[config.mk]
export PLATFORM = sky130hd
export DESIGN_NAME = telnet_option_negotiator_flat
export DESIGN_NICKNAME = d
export VERILOG_FILES = /design/src/design/tno_pkg.sv /design/src/design/tno_in_if.sv /design/src/design/tno_out_if.sv /design/src/design/tno_parser.sv /design/src/design/tno_result_buf.sv /design/src/design/telnet_option_negotiator.sv /design/src/flat_wrapper.sv
export SDC_FILE = /design/constraint.sdc
export NUM_CORES = 1
export LEC_CHECK = 0
export BUFFER_PORTS_ARGS = -buffer_cell sky130_fd_sc_hd__buf_2
export CAP_MARGIN = 20
export CORE_UTILIZATION = 40
export CTS_CLUSTER_DIAMETER = 40
export DETAILED_ROUTE_END_ITERATION = 7
export GPL_TIMING_DRIVEN = 0
export PLACE_DENSITY = 0.57
export SLEW_MARGIN = 5
export SYNTH_ARGS = -nofsm -noshare
export SYNTH_HDL_FRONTEND = slang
export SYNTH_SLANG_ARGS = --single-unit
[constraint.sdc]
create_clock -name clk -period 3.2 [get_ports clk]
set_input_delay 0 -clock clk [delete_from_list [all_inputs] [get_ports clk]]
set_output_delay 0 -clock clk [all_outputs]
set_load 0.02 [all_outputs]
[src/design/tno_pkg.sv]
// Shared types and constants for the Telnet option negotiator.
package tno_pkg;

  // Telnet protocol bytes.
  localparam logic [7:0] B_SE   = 8'hF0;
  localparam logic [7:0] B_SB   = 8'hFA;
  localparam logic [7:0] B_WILL = 8'hFB;
  localparam logic [7:0] B_WONT = 8'hFC;
  localparam logic [7:0] B_DO   = 8'hFD;
  localparam logic [7:0] B_DONT = 8'hFE;
  localparam logic [7:0] B_IAC  = 8'hFF;

  // Option codes that the block agrees to.
  localparam logic [7:0] OPT_BINARY = 8'd0;
  localparam logic [7:0] OPT_ECHO   = 8'd1;
  localparam logic [7:0] OPT_NOGA   = 8'd3;

  // Most results one received byte can cause, and the width of a result count.
  localparam int RES_MAX = 3;
  localparam int CNT_W   = 2;

  localparam logic ACT_BYTE = 1'b0;
  localparam logic ACT_CONN = 1'b1;

  typedef enum logic [2:0] {
    PH_NORMAL = 3'd0,
    PH_VERB   = 3'd1,
    PH_OPTION = 3'd2,
    PH_SUB    = 3'd3,
    PH_SUBIAC = 3'd4
  } tno_phase_t;

  typedef enum logic [2:0] {
    KIND_DATA   = 3'd0,
    KIND_REPLY  = 3'd1,
    KIND_CMD    = 3'd2,
    KIND_SUB    = 3'd3,
    KIND_SUBEND = 3'd4
  } tno_kind_t;

  // All results caused by one received byte, handed from parser to result buffer.
  typedef struct packed {
    logic                   valid;
    logic [CNT_W-1:0]       cnt;
    tno_kind_t [RES_MAX-1:0] kind;
    logic [RES_MAX-1:0][7:0] data;
    logic                   echo;
    logic                   noga;
  } tno_bundle_t;

endpackage

[src/design/tno_in_if.sv]
// Input channel: received bytes and new-connection events.
interface tno_in_if;
  logic       valid;
  logic       ready;
  logic       action;
  logic [7:0] rx_byte;

  modport source (output valid, output action, output rx_byte, input ready);
  modport sink (input valid, input action, input rx_byte, output ready);
endinterface

[src/design/tno_out_if.sv]
// Result channel: data, replies, commands and sub-negotiation bytes.
interface tno_out_if;
  logic       valid;
  logic       ready;
  logic [2:0] out_kind;
  logic [7:0] out_byte;
  logic       last;
  logic       echo_on;
  logic       noga_on;

  modport source (output valid, output out_kind, output out_byte, output last,
                  output echo_on, output noga_on, input ready);
  modport sink (input valid, input out_kind, input out_byte, input last,
                input echo_on, input noga_on, output ready);
endinterface

[src/design/tno_parser.sv]
// Input register and IAC sequence parser with the negotiation state.
module tno_parser
  import tno_pkg::*;
(
  input  logic        clk,
  input  logic        rst_n,
  tno_in_if.sink      in_ch,
  input  logic        buf_ready,
  output tno_bundle_t bundle
);

  logic             in_v_r;
  logic             act_r;
  logic [7:0]       c_r;

  tno_phase_t       phase_r, phase_nxt;
  logic [7:0]       verb_r, verb_nxt;
  logic             echo_r, echo_nxt;
  logic             noga_r, noga_nxt;

  logic [CNT_W-1:0] cnt;
  tno_kind_t [RES_MAX-1:0] kind;
  logic [RES_MAX-1:0][7:0] data;
  logic             known;
  logic             adv;

  assign known = (c_r == OPT_BINARY) || (c_r == OPT_ECHO) || (c_r == OPT_NOGA);

  always_comb begin
    phase_nxt = phase_r;
    verb_nxt  = verb_r;
    echo_nxt  = echo_r;
    noga_nxt  = noga_r;
    cnt       = '0;
    kind      = '{default: KIND_DATA};
    data      = {RES_MAX{c_r}};
    if (act_r == ACT_CONN) begin
      phase_nxt = PH_NORMAL;
      verb_nxt  = '0;
      echo_nxt  = 1'b0;
      noga_nxt  = 1'b0;
    end else begin
      case (phase_r)
        PH_VERB: begin
          if (c_r == B_WILL || c_r == B_WONT || c_r == B_DO || c_r == B_DONT) begin
            verb_nxt  = c_r;
            phase_nxt = PH_OPTION;
          end else if (c_r == B_IAC) begin
            cnt       = CNT_W'(1);
            phase_nxt = PH_NORMAL;
          end else if (c_r == B_SB) begin
            phase_nxt = PH_SUB;
          end else begin
            cnt       = CNT_W'(1);
            kind[0]   = KIND_CMD;
            phase_nxt = PH_NORMAL;
          end
        end
        PH_OPTION: begin
          // Only WILL and DO get an answer; WONT and DONT are taken silently.
          if (verb_r == B_WILL || verb_r == B_DO) begin
            cnt  = CNT_W'(RES_MAX);
            kind = '{default: KIND_REPLY};
            data[0] = B_IAC;
            if (known) begin
              data[1] = (verb_r == B_WILL) ? B_DO : B_WILL;
            end else begin
              data[1] = (verb_r == B_WILL) ? B_DONT : B_WONT;
            end
            if (c_r == OPT_ECHO) begin
              echo_nxt = 1'b1;
            end
            if (c_r == OPT_NOGA) begin
              noga_nxt = 1'b1;
            end
          end
          phase_nxt = PH_NORMAL;
        end
        PH_SUB: begin
          if (c_r == B_IAC) begin
            phase_nxt = PH_SUBIAC;
          end else begin
            cnt     = CNT_W'(1);
            kind[0] = KIND_SUB;
          end
        end
        PH_SUBIAC: begin
          // Any other byte after IAC here is dropped and the phase is kept.
          if (c_r == B_IAC) begin
            cnt       = CNT_W'(1);
            kind[0]   = KIND_SUB;
            phase_nxt = PH_SUB;
          end else if (c_r == B_SE) begin
            cnt       = CNT_W'(1);
            kind[0]   = KIND_SUBEND;
            phase_nxt = PH_NORMAL;
          end
        end
        default: begin
          if (c_r == B_IAC) begin
            phase_nxt = PH_VERB;
          end else begin
            cnt = CNT_W'(1);
          end
        end
      endcase
    end
  end

  // An item with no results retires even while the result buffer is busy.
  assign adv          = in_v_r && ((cnt == '0) || buf_ready);
  assign in_ch.ready  = !in_v_r || adv;

  assign bundle.valid = in_v_r && (cnt != '0);
  assign bundle.cnt   = cnt;
  assign bundle.kind  = kind;
  assign bundle.data  = data;
  assign bundle.echo  = echo_nxt;
  assign bundle.noga  = noga_nxt;

  always_ff @(posedge clk) begin
    if (!rst_n) begin
      in_v_r  <= 1'b0;
      phase_r <= PH_NORMAL;
      verb_r  <= '0;
      echo_r  <= 1'b0;
      noga_r  <= 1'b0;
    end else begin
      if (in_ch.ready) begin
        in_v_r <= in_ch.valid;
      end
      if (adv) begin
        phase_r <= phase_nxt;
        verb_r  <= verb_nxt;
        echo_r  <= echo_nxt;
        noga_r  <= noga_nxt;
      end
    end
  end

  always_ff @(posedge clk) begin
    if (in_ch.valid && in_ch.ready) begin
      act_r <= in_ch.action;
      c_r   <= in_ch.rx_byte;
    end
  end

  a_echo_rise: assert property (@(posedge clk) disable iff (!rst_n)
    $rose(echo_r) |-> $past(phase_r) == PH_OPTION)
    else $error("echo flag set outside option phase");

  a_noga_rise: assert property (@(posedge clk) disable iff (!rst_n)
    $rose(noga_r) |-> $past(phase_r) == PH_OPTION)
    else $error("no-go-ahead flag set outside option phase");

endmodule

[src/design/tno_result_buf.sv]
// Result buffer that hands out the results of one byte, one per cycle while the result port is ready.
module tno_result_buf
  import tno_pkg::*;
(
  input  logic        clk,
  input  logic        rst_n,
  input  tno_bundle_t bundle,
  output logic        buf_ready,
  tno_out_if.source   out_ch
);

  logic [CNT_W-1:0]        rem_r;
  tno_kind_t [RES_MAX-1:0] kind_r;
  logic [RES_MAX-1:0][7:0] data_r;
  logic                    echo_r;
  logic                    noga_r;
  logic                    hs;
  logic                    ld;

  assign hs        = out_ch.valid && out_ch.ready;
  assign buf_ready = (rem_r == '0) || ((rem_r == CNT_W'(1)) && out_ch.ready);
  assign ld        = bundle.valid && buf_ready;

  assign out_ch.valid    = (rem_r != '0);
  assign out_ch.out_kind = kind_r[0];
  assign out_ch.out_byte = data_r[0];
  assign out_ch.last     = (rem_r == CNT_W'(1));
  assign out_ch.echo_on  = echo_r;
  assign out_ch.noga_on  = noga_r;

  always_ff @(posedge clk) begin
    if (!rst_n) begin
      rem_r <= '0;
    end else if (ld) begin
      rem_r <= bundle.cnt;
    end else if (hs) begin
      rem_r <= rem_r - CNT_W'(1);
    end
  end

  always_ff @(posedge clk) begin
    if (ld) begin
      kind_r <= bundle.kind;
      data_r <= bundle.data;
      echo_r <= bundle.echo;
      noga_r <= bundle.noga;
    end else if (hs) begin
      for (int i = 0; i < RES_MAX - 1; i++) begin
        kind_r[i] <= kind_r[i+1];
        data_r[i] <= data_r[i+1];
      end
    end
  end

  a_rest_follows: assert property (@(posedge clk) disable iff (!rst_n)
    out_ch.valid && out_ch.ready && !out_ch.last |=> out_ch.valid)
    else $error("results of an item cut short");

  a_flags_steady: assert property (@(posedge clk) disable iff (!rst_n)
    out_ch.valid && out_ch.ready && !out_ch.last |=>
      out_ch.echo_on == $past(out_ch.echo_on) && out_ch.noga_on == $past(out_ch.noga_on))
    else $error("flags changed within one item's results");

  a_no_overwrite: assert property (@(posedge clk) disable iff (!rst_n)
    out_ch.valid && !out_ch.ready |=> out_ch.valid)
    else $error("pending result dropped");

endmodule

[src/design/telnet_option_negotiator.sv]
// Telnet option negotiator: IAC parser feeding a result buffer.
// The parser holds each accepted item in its input register; the results the item
// causes are loaded into the result buffer, which offers them on the result port.
// Throughput: one item per cycle while each causes at most one result and the port
// is ready; an option reply's three results hold the result port until all are taken.
// Reset (rst_n low, synchronous): normal data phase, flags clear, buffers empty.
module telnet_option_negotiator
  import tno_pkg::*;
(
  input  logic      clk,
  input  logic      rst_n,
  tno_in_if.sink    in_ch,
  tno_out_if.source out_ch
);

  tno_bundle_t bundle;
  logic        buf_ready;

  tno_parser u_parser (
    .clk       (clk),
    .rst_n     (rst_n),
    .in_ch     (in_ch),
    .buf_ready (buf_ready),
    .bundle    (bundle)
  );

  tno_result_buf u_result_buf (
    .clk       (clk),
    .rst_n     (rst_n),
    .bundle    (bundle),
    .buf_ready (buf_ready),
    .out_ch    (out_ch)
  );

endmodule

[src/flat_wrapper.sv]
// flat-port wrapper written by rule: the top's interface ports become plain ports
module telnet_option_negotiator_flat import tno_pkg::*;
  (clk, rst_n, in_ch_valid, in_ch_action, in_ch_rx_byte, in_ch_ready, out_ch_valid, out_ch_out_kind, out_ch_out_byte, out_ch_last, out_ch_echo_on, out_ch_noga_on, out_ch_ready);
  tno_in_if in_ch_i ();
  tno_out_if out_ch_i ();
  input  logic clk;
  input  logic rst_n;
  input wire logic [$bits(in_ch_i.valid)-1:0] in_ch_valid;
  input wire logic [$bits(in_ch_i.action)-1:0] in_ch_action;
  input wire logic [$bits(in_ch_i.rx_byte)-1:0] in_ch_rx_byte;
  output wire logic [$bits(in_ch_i.ready)-1:0] in_ch_ready;
  output wire logic [$bits(out_ch_i.valid)-1:0] out_ch_valid;
  output wire logic [$bits(out_ch_i.out_kind)-1:0] out_ch_out_kind;
  output wire logic [$bits(out_ch_i.out_byte)-1:0] out_ch_out_byte;
  output wire logic [$bits(out_ch_i.last)-1:0] out_ch_last;
  output wire logic [$bits(out_ch_i.echo_on)-1:0] out_ch_echo_on;
  output wire logic [$bits(out_ch_i.noga_on)-1:0] out_ch_noga_on;
  input wire logic [$bits(out_ch_i.ready)-1:0] out_ch_ready;
  assign in_ch_i.valid = in_ch_valid;
  assign in_ch_i.action = in_ch_action;
  assign in_ch_i.rx_byte = in_ch_rx_byte;
  assign in_ch_ready = in_ch_i.ready;
  assign out_ch_valid = out_ch_i.valid;
  assign out_ch_out_kind = out_ch_i.out_kind;
  assign out_ch_out_byte = out_ch_i.out_byte;
  assign out_ch_last = out_ch_i.last;
  assign out_ch_echo_on = out_ch_i.echo_on;
  assign out_ch_noga_on = out_ch_i.noga_on;
  assign out_ch_i.ready = out_ch_ready;
  telnet_option_negotiator u_core (.clk(clk), .rst_n(rst_n), .in_ch(in_ch_i), .out_ch(out_ch_i));
endmodule
==> run_results.csv <==
group,metric,value,unit
outcome,outcome,"finished with violations",
outcome,violations,"design-rule violations",
power_and_ir_drop,power_switching,0.7080,mW
timing,finalClockSkew,9.083,ps
worst_setup_path,critPathMaxFanout,10,
clock_tree,clk_latency,310,ps
synth,yosysUniqueCellTypes,50,
timing,hold_violations,0,
grt,grtUsageMet3,2.335,%
synth,synth_edf_count,40,
power_and_ir_drop,power-per-cell-area,680.7,mW/mm2
worst_setup_path,crit_slowest_cell,"a211oi_2",
grt,gr-usage-met1,23.46,%
grt,first_global_vias,1904,
clock_tree,cts_root_buf,"clkbuf_8",
final_layout,final_cell_area,0.003198,mm2
synth,yosysTopAreaCell,"edfxtp_1",
power_and_ir_drop,power.share.sequential,48.6,%
drt,drtAntennaViolNets,0,
clock_tree,h-tree-depth,2,
worst_setup_path,cp-end-kind,"flip-flop",
final_layout,drive_gt1_share,22.76,%
placement,io_buffers,28,
drt,vias,2023,
grt,antenna_found_initial,0,
floorplanning,die_w,84.84,um
placement,gp_congestion,0.8394,
floorplanning,row_count,29,
timing,finalMaxSlewViolations,0,
worst_setup_path,cp_top_family,"simple AND/OR/NAND/NOR gates",
floorplanning,initial_core_util,42.27,%
worst_setup_path,critical_path_class,"flip-flop to flip-flop",
synth,async_reset_ff_share,0,%
placement,placed_area,0.002997,mm2
worst_setup_path,crit_buf_inv,1,
synth,yosysSeqAreaShare,55.42,%
timing,fin_crit,2838,ps
worst_setup_path,worst_ep_arrival_time,2800,ps
synth,synth_ff_type,"edfxtp_1",
grt,grt_pass1_wl,9390,um
floorplanning,die_h,84.84,um
final_layout,fin_nets,305,
final_layout,final_common_cell,"edfxtp_1",
clock_tree,clock_path_buffers,2,
synth,synth-seq-cells,56,
drt,drtIter0Drc,128,
power_and_ir_drop,ir_worst_vdd,0.0002565,V
worst_setup_path,cp_slowest_stage_delay,530,ps
placement,hpwl,3914,um
grt,grt_busiest_layer,"met2",
power_and_ir_drop,swShare,32.52,%
timing,worst_slew_pin_slew,658.1,ps
timing,worst_hold_slack,50.49,ps
timing,period_share,88.67,%
synth,syn_area,0.002745,mm2
floorplanning,die_area,0.007198,mm2
clock_tree,tritoncts,"built",
synth,syn_inst,242,
power_and_ir_drop,p_int,1.469,mW
grt,grtUsageMet2,26.90,%
synth,yosys_warnings,0,
synth,synth.top_cell.area_share,43.76,%
clock_tree,path_clk_slew,100,ps
synth,avgSynthCellArea,11.34,um2
power_and_ir_drop,power.share.clock,18.3,%
final_layout,area_growth,16.50,%
worst_setup_path,required,3170,ps
synth,synth_fp_nets,258,
grt,grt_overflow,0,
clock_tree,cts.repair.resized,0,
timing,max_freq,352.4,MHz
timing,rsz0062_at_grt,"false",
final_layout,final_cell_mix,"40 x edfxtp_1, 31 x buf_2, 17 x a21oi_1, 16 x dfxtp_1, 15 x nor2_1",
drt,route.detailed.drc,1,
drt,routedWlPerCell,15.39,um
floorplanning,ios,29,
drt,drt_wl_total,5647,um
job,maxCapViolCount,0,
clock_tree,cts_num_sinks,56,
worst_hold_path,min_path_type,"primary input to flip-flop",
grt,grt_max_degree,21,
timing,timing.slew.headroom,55.87,%
clock_tree,cts_buffers,5,
power_and_ir_drop,leakagePower,1.172,nW
final_layout,n_antenna_cell,0,
drt,vias_per_cell,5.512,
power_and_ir_drop,combPwrFrac,33.0,%
timing,setup_viol,0,
worst_setup_path,cp_cell_sequence,"buf_2, nor3b_1, nor2_1, a211oi_2, a21oi_1, nand2_1, and2_1",
synth,synth_area_leaders,"edfxtp_1 44%, dfxtp_1 12%, buf_4 3.6%",
floorplanning,core-area,0.006495,mm2
grt,grt_usage,16.85,%
drt,drt_first_pass_iters,8,
worst_setup_path,critPathLaunchType,"flip-flop",
[Yosys cell counts (2+ instances only)]
cell,count
a211oi_1,2
a21boi_0,6
a21oi_1,17
a31oi_1,3
a41oi_1,3
and2_1,2
buf_2,3
buf_4,13
clkbuf_1,7
dfxtp_1,16
edfxtp_1,40
ha_1,3
inv_1,9
mux2_2,2
mux2i_1,6
nand2_1,13
nand2b_1,3
nand3_1,7
nand4_1,6
nor2_1,15
nor2b_1,12
nor3_1,2
nor3b_1,4
o21a_1,2
o21ai_0,5
o21ai_1,2
o22a_1,10
o31ai_1,2
or2_2,2
or3b_1,2
or4_1,4
[power groups by stage]
stage / registers, mW / logic, mW / clock network (mW)
floorplan: 1.07 / 0.523 / 0
global placement: 1.08 / 0.682 / 0
detailed placement: 1.08 / 0.713 / 0
CTS: 1.06 / 0.726 / 0.411
global route: 1.08 / 0.795 / 0.431
finish: 1.06 / 0.719 / 0.399
[worst paths after layout]
check                            endpoint  cells past startpoint  slack (ps)                       start
max                u_core.u_parser.c_r[2]                      7         360  u_core.u_parser.phase_r[2]
min          u_core.u_result_buf.rem_r[0]                      3          50                out_ch_ready
max reg2reg        u_core.u_parser.c_r[2]                      7         360  u_core.u_parser.phase_r[2]
min reg2reg     u_core.u_parser.verb_r[0]                      2         480   u_core.u_parser.verb_r[0]
[layer usage]
metal | wire, um | share of wire (%)
met2 | 2670 | 47
met3 | 221 | 3.9
met4 | 64 | 1.1
met5 | 0 | 0
met1 | 2690 | 48
[tightest hold or removal path, stage by stage]
cell and delay (ps):
buf_2 110, nor2_1 130, a211oi_1 90
[repair_timing]
item	in CTS	in global routing
hold buffers	11	0
endpoints found under the hold margin	12	0
setup buffers	0	0
[kinds of logic (layout without fill, tap and decap cells)]
logic type	after synthesis	in the layout	share of synthesized area (%)
mux	8	8	3.008
buf+inv	32	80	6.290
fa+ha+maj	3	3	1.368
simple gates	81	81	17.37
compound gates	61	61	16.23
flops	56	56	55.42
xor+xnor	1	1	0.3191
[per-stage QoR]
step	setup slack, ps	setup TNS (ps)	power (mW)	utilization [%]	std cells
CTS	389.4	0	2.197	49.24	367
detailed placement	410.1	0	1.792	46.14	348
global route	228.1	0	2.302	49.24	367
global placement	-230.4	-3834	1.762	45.91	347
finish	362.5	0	2.177	49.24	367
floorplan	437.3	0	1.589	-	242
[flip-flops by register name, indices dropped and copies added (netlist names)]
| name | flops |
|---|---|
| u_core.u_result_buf.out_ch.echo_on | 1 |
| u_core.u_parser.phase_r | 3 |
| u_core.u_result_buf.out_ch.out_byte | 8 |
| u_core.u_parser.verb_r | 8 |
| u_core.u_result_buf.out_ch.out_kind | 3 |
| u_core.u_result_buf.rem_r | 2 |
| u_core.u_parser.noga_r | 1 |
| u_core.u_parser.c_r | 8 |
| u_core.u_result_buf.kind_r | 2 |
| u_core.u_parser.act_r | 1 |
| u_core.u_parser.in_v_r | 1 |
| u_core.u_parser.echo_r | 1 |
| u_core.u_result_buf.data_r | 16 |
| u_core.u_result_buf.out_ch.noga_on | 1 |
[cell type report]
type	count	area, um2
clock inverters	3	22.52
inverters	9	33.78
clock buffers	5	68.82
repair buffers	40	261.5
flip-flops and latches	56	1521
well taps	77	96.34
plain buffers	23	138.9
multi-input cells	154	1055
fillers	634	3297
(Power assumes the default switching activity.)
